===== src/hw/rtl/rarc_pkg.sv =====
// Package for the rational add/reduce/compare core.
// Holds result field widths and the command/status structs between control and datapath.
// No dependencies.
package rarc_pkg;

    localparam int SUM_NUM_W = 33;
    localparam int SUM_DEN_W = 31;

    typedef logic signed [SUM_NUM_W-1:0] t_sum_num;
    typedef logic [SUM_DEN_W-1:0]        t_sum_den;

    typedef struct packed {
        logic load;
        logic mul;
        logic add;
        logic gcd_step;
        logic div_init;
        logic div_step;
        logic out_load;
    } t_cmd;

    typedef struct packed {
        logic gcd_done;
    } t_sts;

endpackage


===== src/hw/rtl/rational_add_reduce_compare_core.sv =====
// Rational add with gcd reduction and compare: load, cross multiply, add, binary gcd steps,
// then the two dividers, then the output load; one binary gcd shift/subtract per cycle.
// A new word is taken only in idle, after the previous result has gone to the output register;
// the two dividers run one quotient bit a cycle.
// Next word is taken while a finished result still waits on the output register.
// Reset (i_rst_n, synchronous, active low) idles the controller and clears output valid.
// Depends on rarc_pkg, rarc_ctrl, rarc_dp.
module rational_add_reduce_compare_core #(
    parameter int OPERAND_WIDTH = 16
) (
    input  logic                            i_clk,
    input  logic                            i_rst_n,
    input  logic                            i_in_valid,
    output logic                            o_in_stall,
    input  logic signed [OPERAND_WIDTH-1:0] i_a_num,
    input  logic        [OPERAND_WIDTH-2:0] i_a_den,
    input  logic signed [OPERAND_WIDTH-1:0] i_b_num,
    input  logic        [OPERAND_WIDTH-2:0] i_b_den,
    output logic                            o_out_valid,
    input  logic                            i_out_stall,
    output rarc_pkg::t_sum_num              o_sum_num,
    output rarc_pkg::t_sum_den              o_sum_den,
    output logic                            o_sum_whole,
    output logic                            o_a_less_b,
    output logic                            o_a_equal_b,
    output logic                            o_a_nonzero
);
    import rarc_pkg::*;

    t_cmd cmd;
    t_sts sts;

    rarc_ctrl #(.OPERAND_WIDTH(OPERAND_WIDTH)) u_ctrl (
        .i_clk       (i_clk),
        .i_rst_n     (i_rst_n),
        .i_in_valid  (i_in_valid),
        .o_in_stall  (o_in_stall),
        .o_out_valid (o_out_valid),
        .i_out_stall (i_out_stall),
        .i_sts       (sts),
        .o_cmd       (cmd)
    );

    rarc_dp #(.OPERAND_WIDTH(OPERAND_WIDTH)) u_dp (
        .i_clk       (i_clk),
        .i_a_num     (i_a_num),
        .i_a_den     (i_a_den),
        .i_b_num     (i_b_num),
        .i_b_den     (i_b_den),
        .i_cmd       (cmd),
        .o_sts       (sts),
        .o_sum_num   (o_sum_num),
        .o_sum_den   (o_sum_den),
        .o_sum_whole (o_sum_whole),
        .o_a_less_b  (o_a_less_b),
        .o_a_equal_b (o_a_equal_b),
        .o_a_nonzero (o_a_nonzero)
    );

endmodule


===== src/hw/rtl/rarc_ctrl.sv =====
// Controller for the rational add/reduce/compare core.
// Sequences multiply, add, gcd and divide phases; owns the handshakes.
// Depends on rarc_pkg.
module rarc_ctrl #(
    parameter int OPERAND_WIDTH = 16
) (
    input  logic         i_clk,
    input  logic         i_rst_n,
    input  logic         i_in_valid,
    output logic         o_in_stall,
    output logic         o_out_valid,
    input  logic         i_out_stall,
    input  rarc_pkg::t_sts i_sts,
    output rarc_pkg::t_cmd o_cmd
);
    import rarc_pkg::*;

    localparam int P   = 2 * OPERAND_WIDTH;
    localparam int CW  = $clog2(P);

    localparam logic [2:0] S_IDLE = 3'd0;
    localparam logic [2:0] S_MUL  = 3'd1;
    localparam logic [2:0] S_ADD  = 3'd2;
    localparam logic [2:0] S_GCD  = 3'd3;
    localparam logic [2:0] S_DIV  = 3'd4;
    localparam logic [2:0] S_FIN  = 3'd5;

    logic [2:0]    r_state, n_state;
    logic [CW-1:0] r_cnt, n_cnt;
    logic          r_ovalid, n_ovalid;
    logic          out_free;

    assign out_free    = !r_ovalid || !i_out_stall;
    assign o_in_stall  = (r_state != S_IDLE);
    assign o_out_valid = r_ovalid;

    always_comb begin
        n_state  = r_state;
        n_cnt    = r_cnt;
        n_ovalid = r_ovalid && i_out_stall;
        o_cmd    = '0;
        unique case (r_state)
            S_IDLE: begin
                if (i_in_valid) begin
                    o_cmd.load = 1'b1;
                    n_state    = S_MUL;
                end
            end
            S_MUL: begin
                o_cmd.mul = 1'b1;
                n_state   = S_ADD;
            end
            S_ADD: begin
                o_cmd.add = 1'b1;
                n_state   = S_GCD;
            end
            S_GCD: begin
                if (i_sts.gcd_done) begin
                    o_cmd.div_init = 1'b1;
                    n_cnt          = '0;
                    n_state        = S_DIV;
                end else begin
                    o_cmd.gcd_step = 1'b1;
                end
            end
            S_DIV: begin
                o_cmd.div_step = 1'b1;
                n_cnt          = r_cnt + 1'b1;
                if (r_cnt == CW'(P - 1)) begin
                    n_state = S_FIN;
                end
            end
            S_FIN: begin
                if (out_free) begin
                    o_cmd.out_load = 1'b1;
                    n_ovalid       = 1'b1;
                    n_state        = S_IDLE;
                end
            end
            default: begin
                n_state = S_IDLE;
            end
        endcase
    end

    always_ff @(posedge i_clk) begin
        if (!i_rst_n) begin
            r_state  <= S_IDLE;
            r_cnt    <= '0;
            r_ovalid <= 1'b0;
        end else begin
            r_state  <= n_state;
            r_cnt    <= n_cnt;
            r_ovalid <= n_ovalid;
        end
    end

endmodule


===== src/hw/rtl/rarc_dp.sv =====
// Datapath for the rational add/reduce/compare core.
// Cross products, binary gcd and two restoring dividers, plus result registers.
// Depends on rarc_pkg.
module rarc_dp #(
    parameter int OPERAND_WIDTH = 16
) (
    input  logic                            i_clk,
    input  logic signed [OPERAND_WIDTH-1:0] i_a_num,
    input  logic        [OPERAND_WIDTH-2:0] i_a_den,
    input  logic signed [OPERAND_WIDTH-1:0] i_b_num,
    input  logic        [OPERAND_WIDTH-2:0] i_b_den,
    input  rarc_pkg::t_cmd                  i_cmd,
    output rarc_pkg::t_sts                  o_sts,
    output rarc_pkg::t_sum_num              o_sum_num,
    output rarc_pkg::t_sum_den              o_sum_den,
    output logic                            o_sum_whole,
    output logic                            o_a_less_b,
    output logic                            o_a_equal_b,
    output logic                            o_a_nonzero
);
    import rarc_pkg::*;

    localparam int W  = OPERAND_WIDTH;
    localparam int P  = 2 * W;
    localparam int KW = $clog2(P) + 1;

    logic signed [W-1:0] r_an, r_bn;
    logic        [W-2:0] r_ad, r_bd;
    logic signed [P-1:0] r_left, r_right;
    logic        [P-1:0] r_den;
    logic        [P-1:0] r_mag;
    logic                r_neg, r_less, r_equal, r_anz;
    logic        [P-1:0] r_x, r_y, r_g;
    logic       [KW-1:0] r_k;
    logic        [P-1:0] r_qn, r_qd;
    logic          [P:0] r_rn, r_rd;

    t_sum_num r_sum_num;
    t_sum_den r_sum_den;
    logic     r_whole, r_o_less, r_o_equal, r_o_anz;

    logic signed [P-1:0] total;
    logic        [P-1:0] diff_xy, diff_yx;
    logic          [P:0] sh_n, sh_d, g_ext;
    logic signed   [P:0] snum;

    assign total   = r_left + r_right;
    assign diff_xy = r_x - r_y;
    assign diff_yx = r_y - r_x;
    assign sh_n    = {r_rn[P-1:0], r_qn[P-1]};
    assign sh_d    = {r_rd[P-1:0], r_qd[P-1]};
    assign g_ext   = {1'b0, r_g};
    assign snum    = r_neg ? -$signed({1'b0, r_qn}) : $signed({1'b0, r_qn});

    assign o_sts.gcd_done = (r_x == '0);

    always_ff @(posedge i_clk) begin
        if (i_cmd.load) begin
            r_an <= i_a_num;
            r_bn <= i_b_num;
            r_ad <= (i_a_den == '0) ? (W-1)'(1) : i_a_den;
            r_bd <= (i_b_den == '0) ? (W-1)'(1) : i_b_den;
        end
        if (i_cmd.mul) begin
            r_left  <= P'(r_an * $signed({1'b0, r_bd}));
            r_right <= P'(r_bn * $signed({1'b0, r_ad}));
            r_den   <= P'(r_ad * r_bd);
            r_anz   <= (r_an != '0);
        end
        if (i_cmd.add) begin
            r_neg   <= total[P-1];
            r_mag   <= total[P-1] ? P'(-total) : P'(total);
            r_less  <= (r_left < r_right);
            r_equal <= (r_left == r_right);
            r_x     <= total[P-1] ? P'(-total) : P'(total);
            r_y     <= r_den;
            r_k     <= '0;
        end
        if (i_cmd.gcd_step) begin
            priority if (!r_x[0] && !r_y[0]) begin
                r_x <= r_x >> 1;
                r_y <= r_y >> 1;
                r_k <= r_k + 1'b1;
            end else if (!r_x[0]) begin
                r_x <= r_x >> 1;
            end else if (!r_y[0]) begin
                r_y <= r_y >> 1;
            end else if (r_x >= r_y) begin
                r_x <= diff_xy >> 1;
            end else begin
                r_y <= diff_yx >> 1;
            end
        end
        if (i_cmd.div_init) begin
            r_g  <= r_y << r_k;
            r_qn <= r_mag;
            r_qd <= r_den;
            r_rn <= '0;
            r_rd <= '0;
        end
        if (i_cmd.div_step) begin
            if (sh_n >= g_ext) begin
                r_rn <= sh_n - g_ext;
                r_qn <= {r_qn[P-2:0], 1'b1};
            end else begin
                r_rn <= sh_n;
                r_qn <= {r_qn[P-2:0], 1'b0};
            end
            if (sh_d >= g_ext) begin
                r_rd <= sh_d - g_ext;
                r_qd <= {r_qd[P-2:0], 1'b1};
            end else begin
                r_rd <= sh_d;
                r_qd <= {r_qd[P-2:0], 1'b0};
            end
        end
        if (i_cmd.out_load) begin
            r_sum_num <= SUM_NUM_W'(snum);
            r_sum_den <= SUM_DEN_W'(r_qd);
            r_whole   <= (r_qd == P'(1));
            r_o_less  <= r_less;
            r_o_equal <= r_equal;
            r_o_anz   <= r_anz;
        end
    end

    assign o_sum_num   = r_sum_num;
    assign o_sum_den   = r_sum_den;
    assign o_sum_whole = r_whole;
    assign o_a_less_b  = r_o_less;
    assign o_a_equal_b = r_o_equal;
    assign o_a_nonzero = r_o_anz;

endmodule


===== config.mk =====
export PLATFORM = sky130hd
export DESIGN_NAME = rational_add_reduce_compare_core
export DESIGN_NICKNAME = d
export VERILOG_FILES = /design/src/hw/rtl/rarc_pkg.sv /design/src/hw/rtl/rational_add_reduce_compare_core.sv /design/src/hw/rtl/rarc_ctrl.sv /design/src/hw/rtl/rarc_dp.sv
export SDC_FILE = /design/constraint.sdc
export NUM_CORES = 2
export LEC_CHECK = 0
export BUFFER_PORTS_ARGS = -buffer_cell sky130_fd_sc_hd__buf_2
export CORE_MARGIN = 2
export CORE_UTILIZATION = 65
export CTS_CLUSTER_DIAMETER = 80
export CTS_CLUSTER_SIZE = 30
export DETAILED_ROUTE_END_ITERATION = 10
export HOLD_SLACK_MARGIN = 0.03
export PLACE_DENSITY = 0.88
export SYNTH_ARGS = -nofsm -noshare
export SYNTH_HDL_FRONTEND = slang
export SYNTH_HIERARCHICAL = 1
export SYNTH_SLANG_ARGS = --single-unit

===== constraint.sdc =====
create_clock -name i_clk -period 8.6 [get_ports i_clk]
set_input_delay 0 -clock i_clk [delete_from_list [all_inputs] [get_ports i_clk]]
set_output_delay 0 -clock i_clk [all_outputs]
set_load 0.02 [all_outputs]

* Word level (Yosys, flattened, before mapping)
Index checks and enable logic that the tools add are counted.
W data, S select, Z words.
** Word-level totals
- Flip-flop bits (word level) :: 499
- Input bits :: 66
- Output and inout port bits :: 70
- Logic and storage cells :: 123
** Operators by class
- Add/subtract/negate cells :: 9
- $mul :: 3
- Order comparisons :: 4
- Eq/ne operators :: 12
- Shift-type cells :: 1
- Muxes and demuxes :: 47
- Reductions and logical operators :: 17
** Operators with widths (number)
- $mux W32 :: 23
- $sub A32 B32 Y32 :: 4
- $ge A33 B32 Y1 :: 2
- $mul A16 B16 Y32 :: 2
- $neg A32 Y33 :: 1
- $add A32 B32 Y32 :: 1
- $eq A32 B1 Y1 const B :: 1
- $eq A32 B32 Y1 :: 1
- $ge A32 B32 Y1 :: 1
- $logic_not A32 Y1 :: 1
- $lt A32 B32 Y1 :: 1
- $neg A32 Y32 :: 1
- $shl A32 B6 Y32 :: 1
- $logic_not A15 Y1 :: 2
- $mul A15 B15 Y30 :: 1
- $mux W6 :: 3
- $pmux W3 S6 :: 1
- $reduce_bool A16 Y1 :: 1
- $mux W1 :: 13
- $mux W3 :: 4
- $pmux W5 S2 :: 1
- $add A6 B1 Y6 const B :: 1
- $eq A3 B2 Y1 const B :: 2
- $eq A3 B3 Y1 const B :: 2
- 15 further kinds :: 22

* Logic depth before layout (Yosys ltp)
- Depth after elaboration :: 9
- Mapped depth :: 27
- Gate-level depth less buffers :: 26

* By module
The synthesis kept the hierarchy.
** Modules (own cells, without submodules)
- rarc_dp :: instances 1, cells each 5782, area each 55992.5 um^2, seq. area each 14013.4 um^2
- rarc_ctrl :: instances 1, cells each 60, area each 503.0 um^2, seq. area each 180.2 um^2

* Least setup slack after synthesis
No wires, ideal clock.
- Kind :: reg-to-reg
- Start :: register u_dp.r_an[7]
- End :: register u_dp.r_left[31] (data pin)
- Library setup time :: 260 ps
- Arrival :: 6472 ps
- Data required time :: 8340 ps
- Setup slack :: 1868 ps
- Cell stages (with the launch flop) :: 25
- Buffers on the path :: 1
- Clock period less this slack :: 6732 ps
- Path through :: edfxtp_1 > clkbuf_1 > and2_1 > fa_1 > inv_1 > fa_1 > fa_1 > fa_1 > inv_1 > fa_1 > inv_1 > fa_1 > inv_1 > ha_1 > a21o_1 > a21oi_1 > nor2_1 > a2111oi_0 > o21ai_1 > a221oi_1 > o2111ai_1 > o211a_1 > o21ai_1 > a21oi_1 > xnor2_1
** On the way
- Longest elaborated chain between the ends :: 1
** Ends and longest elaborated chain
- start, declared :: RTL line rarc_dp.sv:27 : logic signed [W-1:0] r_an, r_bn;
- start signal, assigned :: RTL line rarc_dp.sv:59 : r_an <= i_a_num;
- $mul A16 B16 Y32 :: RTL line rarc_dp.sv:65 : r_left <= P'(r_an * $signed({1'b0, r_bd}));
- end signal, assigned :: RTL line rarc_dp.sv:65
- end, declared :: RTL line rarc_dp.sv:29 : logic signed [P-1:0] r_left, r_right;
No other way between the ends.
A chain may end at the register's enable or synchronous reset.

* Worst setup path after layout
- Start :: register u_dp.r_bd[3]
- End :: register u_dp.r_left[31] (data pin)
** On the way
- Longest elaborated chain between the ends :: 1
** Ends and longest elaborated chain
- start, declared :: RTL line rarc_dp.sv:28 : logic [W-2:0] r_ad, r_bd;
- start signal, assigned :: RTL line rarc_dp.sv:62 : r_bd <= (i_b_den == '0) ? (W-1)'(1) : i_b_den;
- $mul A16 B16 Y32 :: RTL line rarc_dp.sv:65
No other way between the ends.

==> run summary <==
Post-route cell area: 59880 um2
Critical Path Fanout Max: 31
Synth Instances: 5842
Total negative slack: 0 ps
Layout cells sized above 1: 0.06578
Crit share post-route: 0.9086
Path type of the worst min-delay path: in -> reg
Number of synthesized flops with an enable pin: 420
Die Ht: 298.8 um
Crit path DAT: 8170 ps
Area Overhead vs Synth: 5.995%
Die area: 89290 um2
Syn Nets: 7026
Synth Flop Type: edfxtp_1
Status: finished clean
Row cnt: 108
Min cycle time layout: 7814 ps
DRC: 0
Antenna violations before repair: 4
Core area: 86480 um2
Tot GR Track Use: 0.3482
CTS sink cnt: 499
Largest net degree at the start of global routing: 81
Yosys warning total: 6
Drt pass-1 iters: 7
Share of flip-flops with an asynchronous set or reset after synthesis: 0
Vias in the first global route: 45170
Max-slew violation count: 0
CTS root buf: clkbuf_16
Max-cap violations: 0
Final Hold Fails: 0
WL final: 155.0 mm
CP endpoint kind: flip-flop
Yosys reg bits: 499
Syn_area_per_cell: 9.671 um2
Slew headroom: 0.1749
Register area share after synthesis: 0.2512
H-tree levels: 2
Critical path class: reg -> reg
Via count: 43420
Unique masters post-synth: 98
Clock slew at reported path FFs: 100 ps
First-pass GRT wire length: 242.8 mm
Unrepaired setup endpoints after global routing: false
Dpl cell area: 57960 um2
Later-pin clock latency in the skew report: 630 ps
CTS tree: built
Starting Density: 0.6533
Hold_ws: 89.48 ps
Final setup fails: 0
RD Place Congestion: 0.9674
Fmax: 128.0 MHz
Actual slew at the worst max-slew pin: 1238 ps
Post-CTS setup buffers: 0
Die width: 298.8 um
Port bufs: 135
DP Wirelength: 116.4 mm
Drt via density: 6.181
Clock skew: 85.00 ps
Critical Path RT: 8960 ps
Routed Antenna Nets: 0
PostCTS Resize Cnt: 0
Worst setup SP type: flip-flop
R2R Setup Slk: 790 ps
Clock buffer depth: 3
CTS Buf Count: 35
Mapped Area: 56500 um2
DR WL/cell: 22.07 um
GRT Residual Overflow: 0
Detailed Route Iter0 Violations: 3919
Nets@finish: 7027
Top Ports: 136
[final timing paths]
path,depth (start not counted),start,to
min,2,i_a_num[9],u_dp/r_an[9]
max,22,u_dp/r_bd[3],u_dp/r_left[31]
max reg2reg,22,u_dp/r_bd[3],u_dp/r_left[31]
min reg2reg,0,u_dp/r_equal,u_dp/o_a_equal_b
[layout by cell type (no fill, tap or decap), types with 65 or more instances in the layout]
cell,netlist,final
nand2_1,522,522
a21oi_1,276,275
and2_1,383,383
xnor2_1,210,210
ha_1,454,454
buf_2,7,135
edfxtp_1,420,420
fa_1,664,664
mux2_2,67,67
xor2_1,83,83
dlygate4sd3_1,0,65
mux2i_1,101,101
o21ai_0,164,163
a21o_1,104,104
inv_1,977,977
nor2_1,268,265
dfxtp_1,79,77
[sequential cells by signal (all words and copies together), names as in the netlist, 3 cells and up]
name / count
u_dp/r_bd: 15
u_dp/r_bn: 16
u_dp/r_k: 6
u_dp/r_rn: 32
u_dp/r_right: 32
u_dp/r_ad: 15
u_dp/r_qd: 32
u_dp/r_mag: 32
u_dp/r_rd: 32
u_dp/r_den: 30
u_ctrl/r_cnt: 5
u_dp/r_g: 32
u_dp/r_an: 16
u_ctrl/r_state: 3
u_dp/r_y: 32
u_dp/r_qn: 32
u_dp/o_sum_num: 33
u_dp/r_x: 32
u_dp/o_sum_den: 31
u_dp/r_left: 32
[layer usage]
layer  part of all wire  wire length [um]  global-route usage  up-vias
met5            0.00030                46                   0        -
met4              0.074             11520              0.2173        6
met3              0.094             14530             0.07394      692
met2               0.48             73810              0.5826     2408
met1               0.36             55090              0.4116    21150
li1                   -                 -                   -    19160
[what timing repair did]
action,CTS,global route
hold buffers,65,0
setup endpoints to repair,0,0
endpoints found under the hold margin,71,0
[cells by family after synthesis]
kind of cell / count (synthesis) / share of synthesized area
simple gates: 1537 / 0.1349
buf+inv: 1271 / 0.08476
fa+ha+maj: 1118 / 0.3358
compound gates: 934 / 0.1078
flops: 499 / 0.2512
xor+xnor: 293 / 0.04542
mux: 190 / 0.04002
[area by class of cell]
class                      instances  area [um2]
multi-input combinational       4072       37560
fill                            6183       26600
sequential                       499       14200
inverter                         983        3695
timing repair buffer             252        1717
tap                             1155        1445
clock buffer                      40       915.9
clock inverter                    22       351.6
antenna                            1       2.502
[worst max-delay path: stages (launching register included)]
cell,delay (ps)
edfxtp_1,1080
nand2_1,200
fa_1,530
fa_1,580
fa_1,460
fa_1,540
inv_1,50
fa_1,480
inv_1,50
fa_1,480
inv_1,40
ha_1,330
a21o_1,170
a21oi_1,200
nor2_1,70
a2111oi_0,650
o21ai_1,320
a221oi_1,590
o2111ai_1,200
o211a_1,180
o21ai_1,120
a21oi_1,80
xnor2_1,130
[stage by stage]
stage,instances,util,worst slack [ps]
6_report,7024,0.6924,786.4
3_5_place_dp,6896,0.6702,839.4
3_3_place_gp,6896,0.6702,939.4
2_1_floorplan,5842,-,1868
5_1_grt,7023,0.6924,329.2
4_1_cts,7023,0.6924,814.4
[synthesized netlist by cell type (all sizes together), types with 9 or more instances]
cell    number  area share
a211oi      41      0.0054
a21o       104       0.014
a21oi      276       0.024
a221oi      17      0.0026
a222oi       9      0.0016
a31oi       27      0.0030
and2       385       0.043
and3        26      0.0029
buf         18      0.0014
clkbuf     270       0.018
dfxtp       79       0.028
edfxtp     420        0.22
fa         664        0.24
ha         454        0.10
inv        980       0.065
mux2        67       0.013
mux2i      101       0.018
mux4        22      0.0088
nand2      522       0.035
nand2b      48      0.0053
nand3       48      0.0043
nand4       31      0.0034
nor2       269       0.018
nor2b       42      0.0047
nor3        45      0.0040
nor4        41      0.0049
o211ai      18      0.0024
o21a        37      0.0049
o21ai      173       0.015
o21bai      46      0.0061
o221ai      14      0.0022
o22ai       38      0.0042
o31ai       23      0.0031
o41ai       10      0.0016
or2         24      0.0027
or3         18      0.0020
or4         11      0.0015
xnor2      210       0.033
xor2        83       0.013
Power is left out: the tool's default activity adds up to more than one toggle a clock period on the data nets, which glitch-free logic cannot reach.
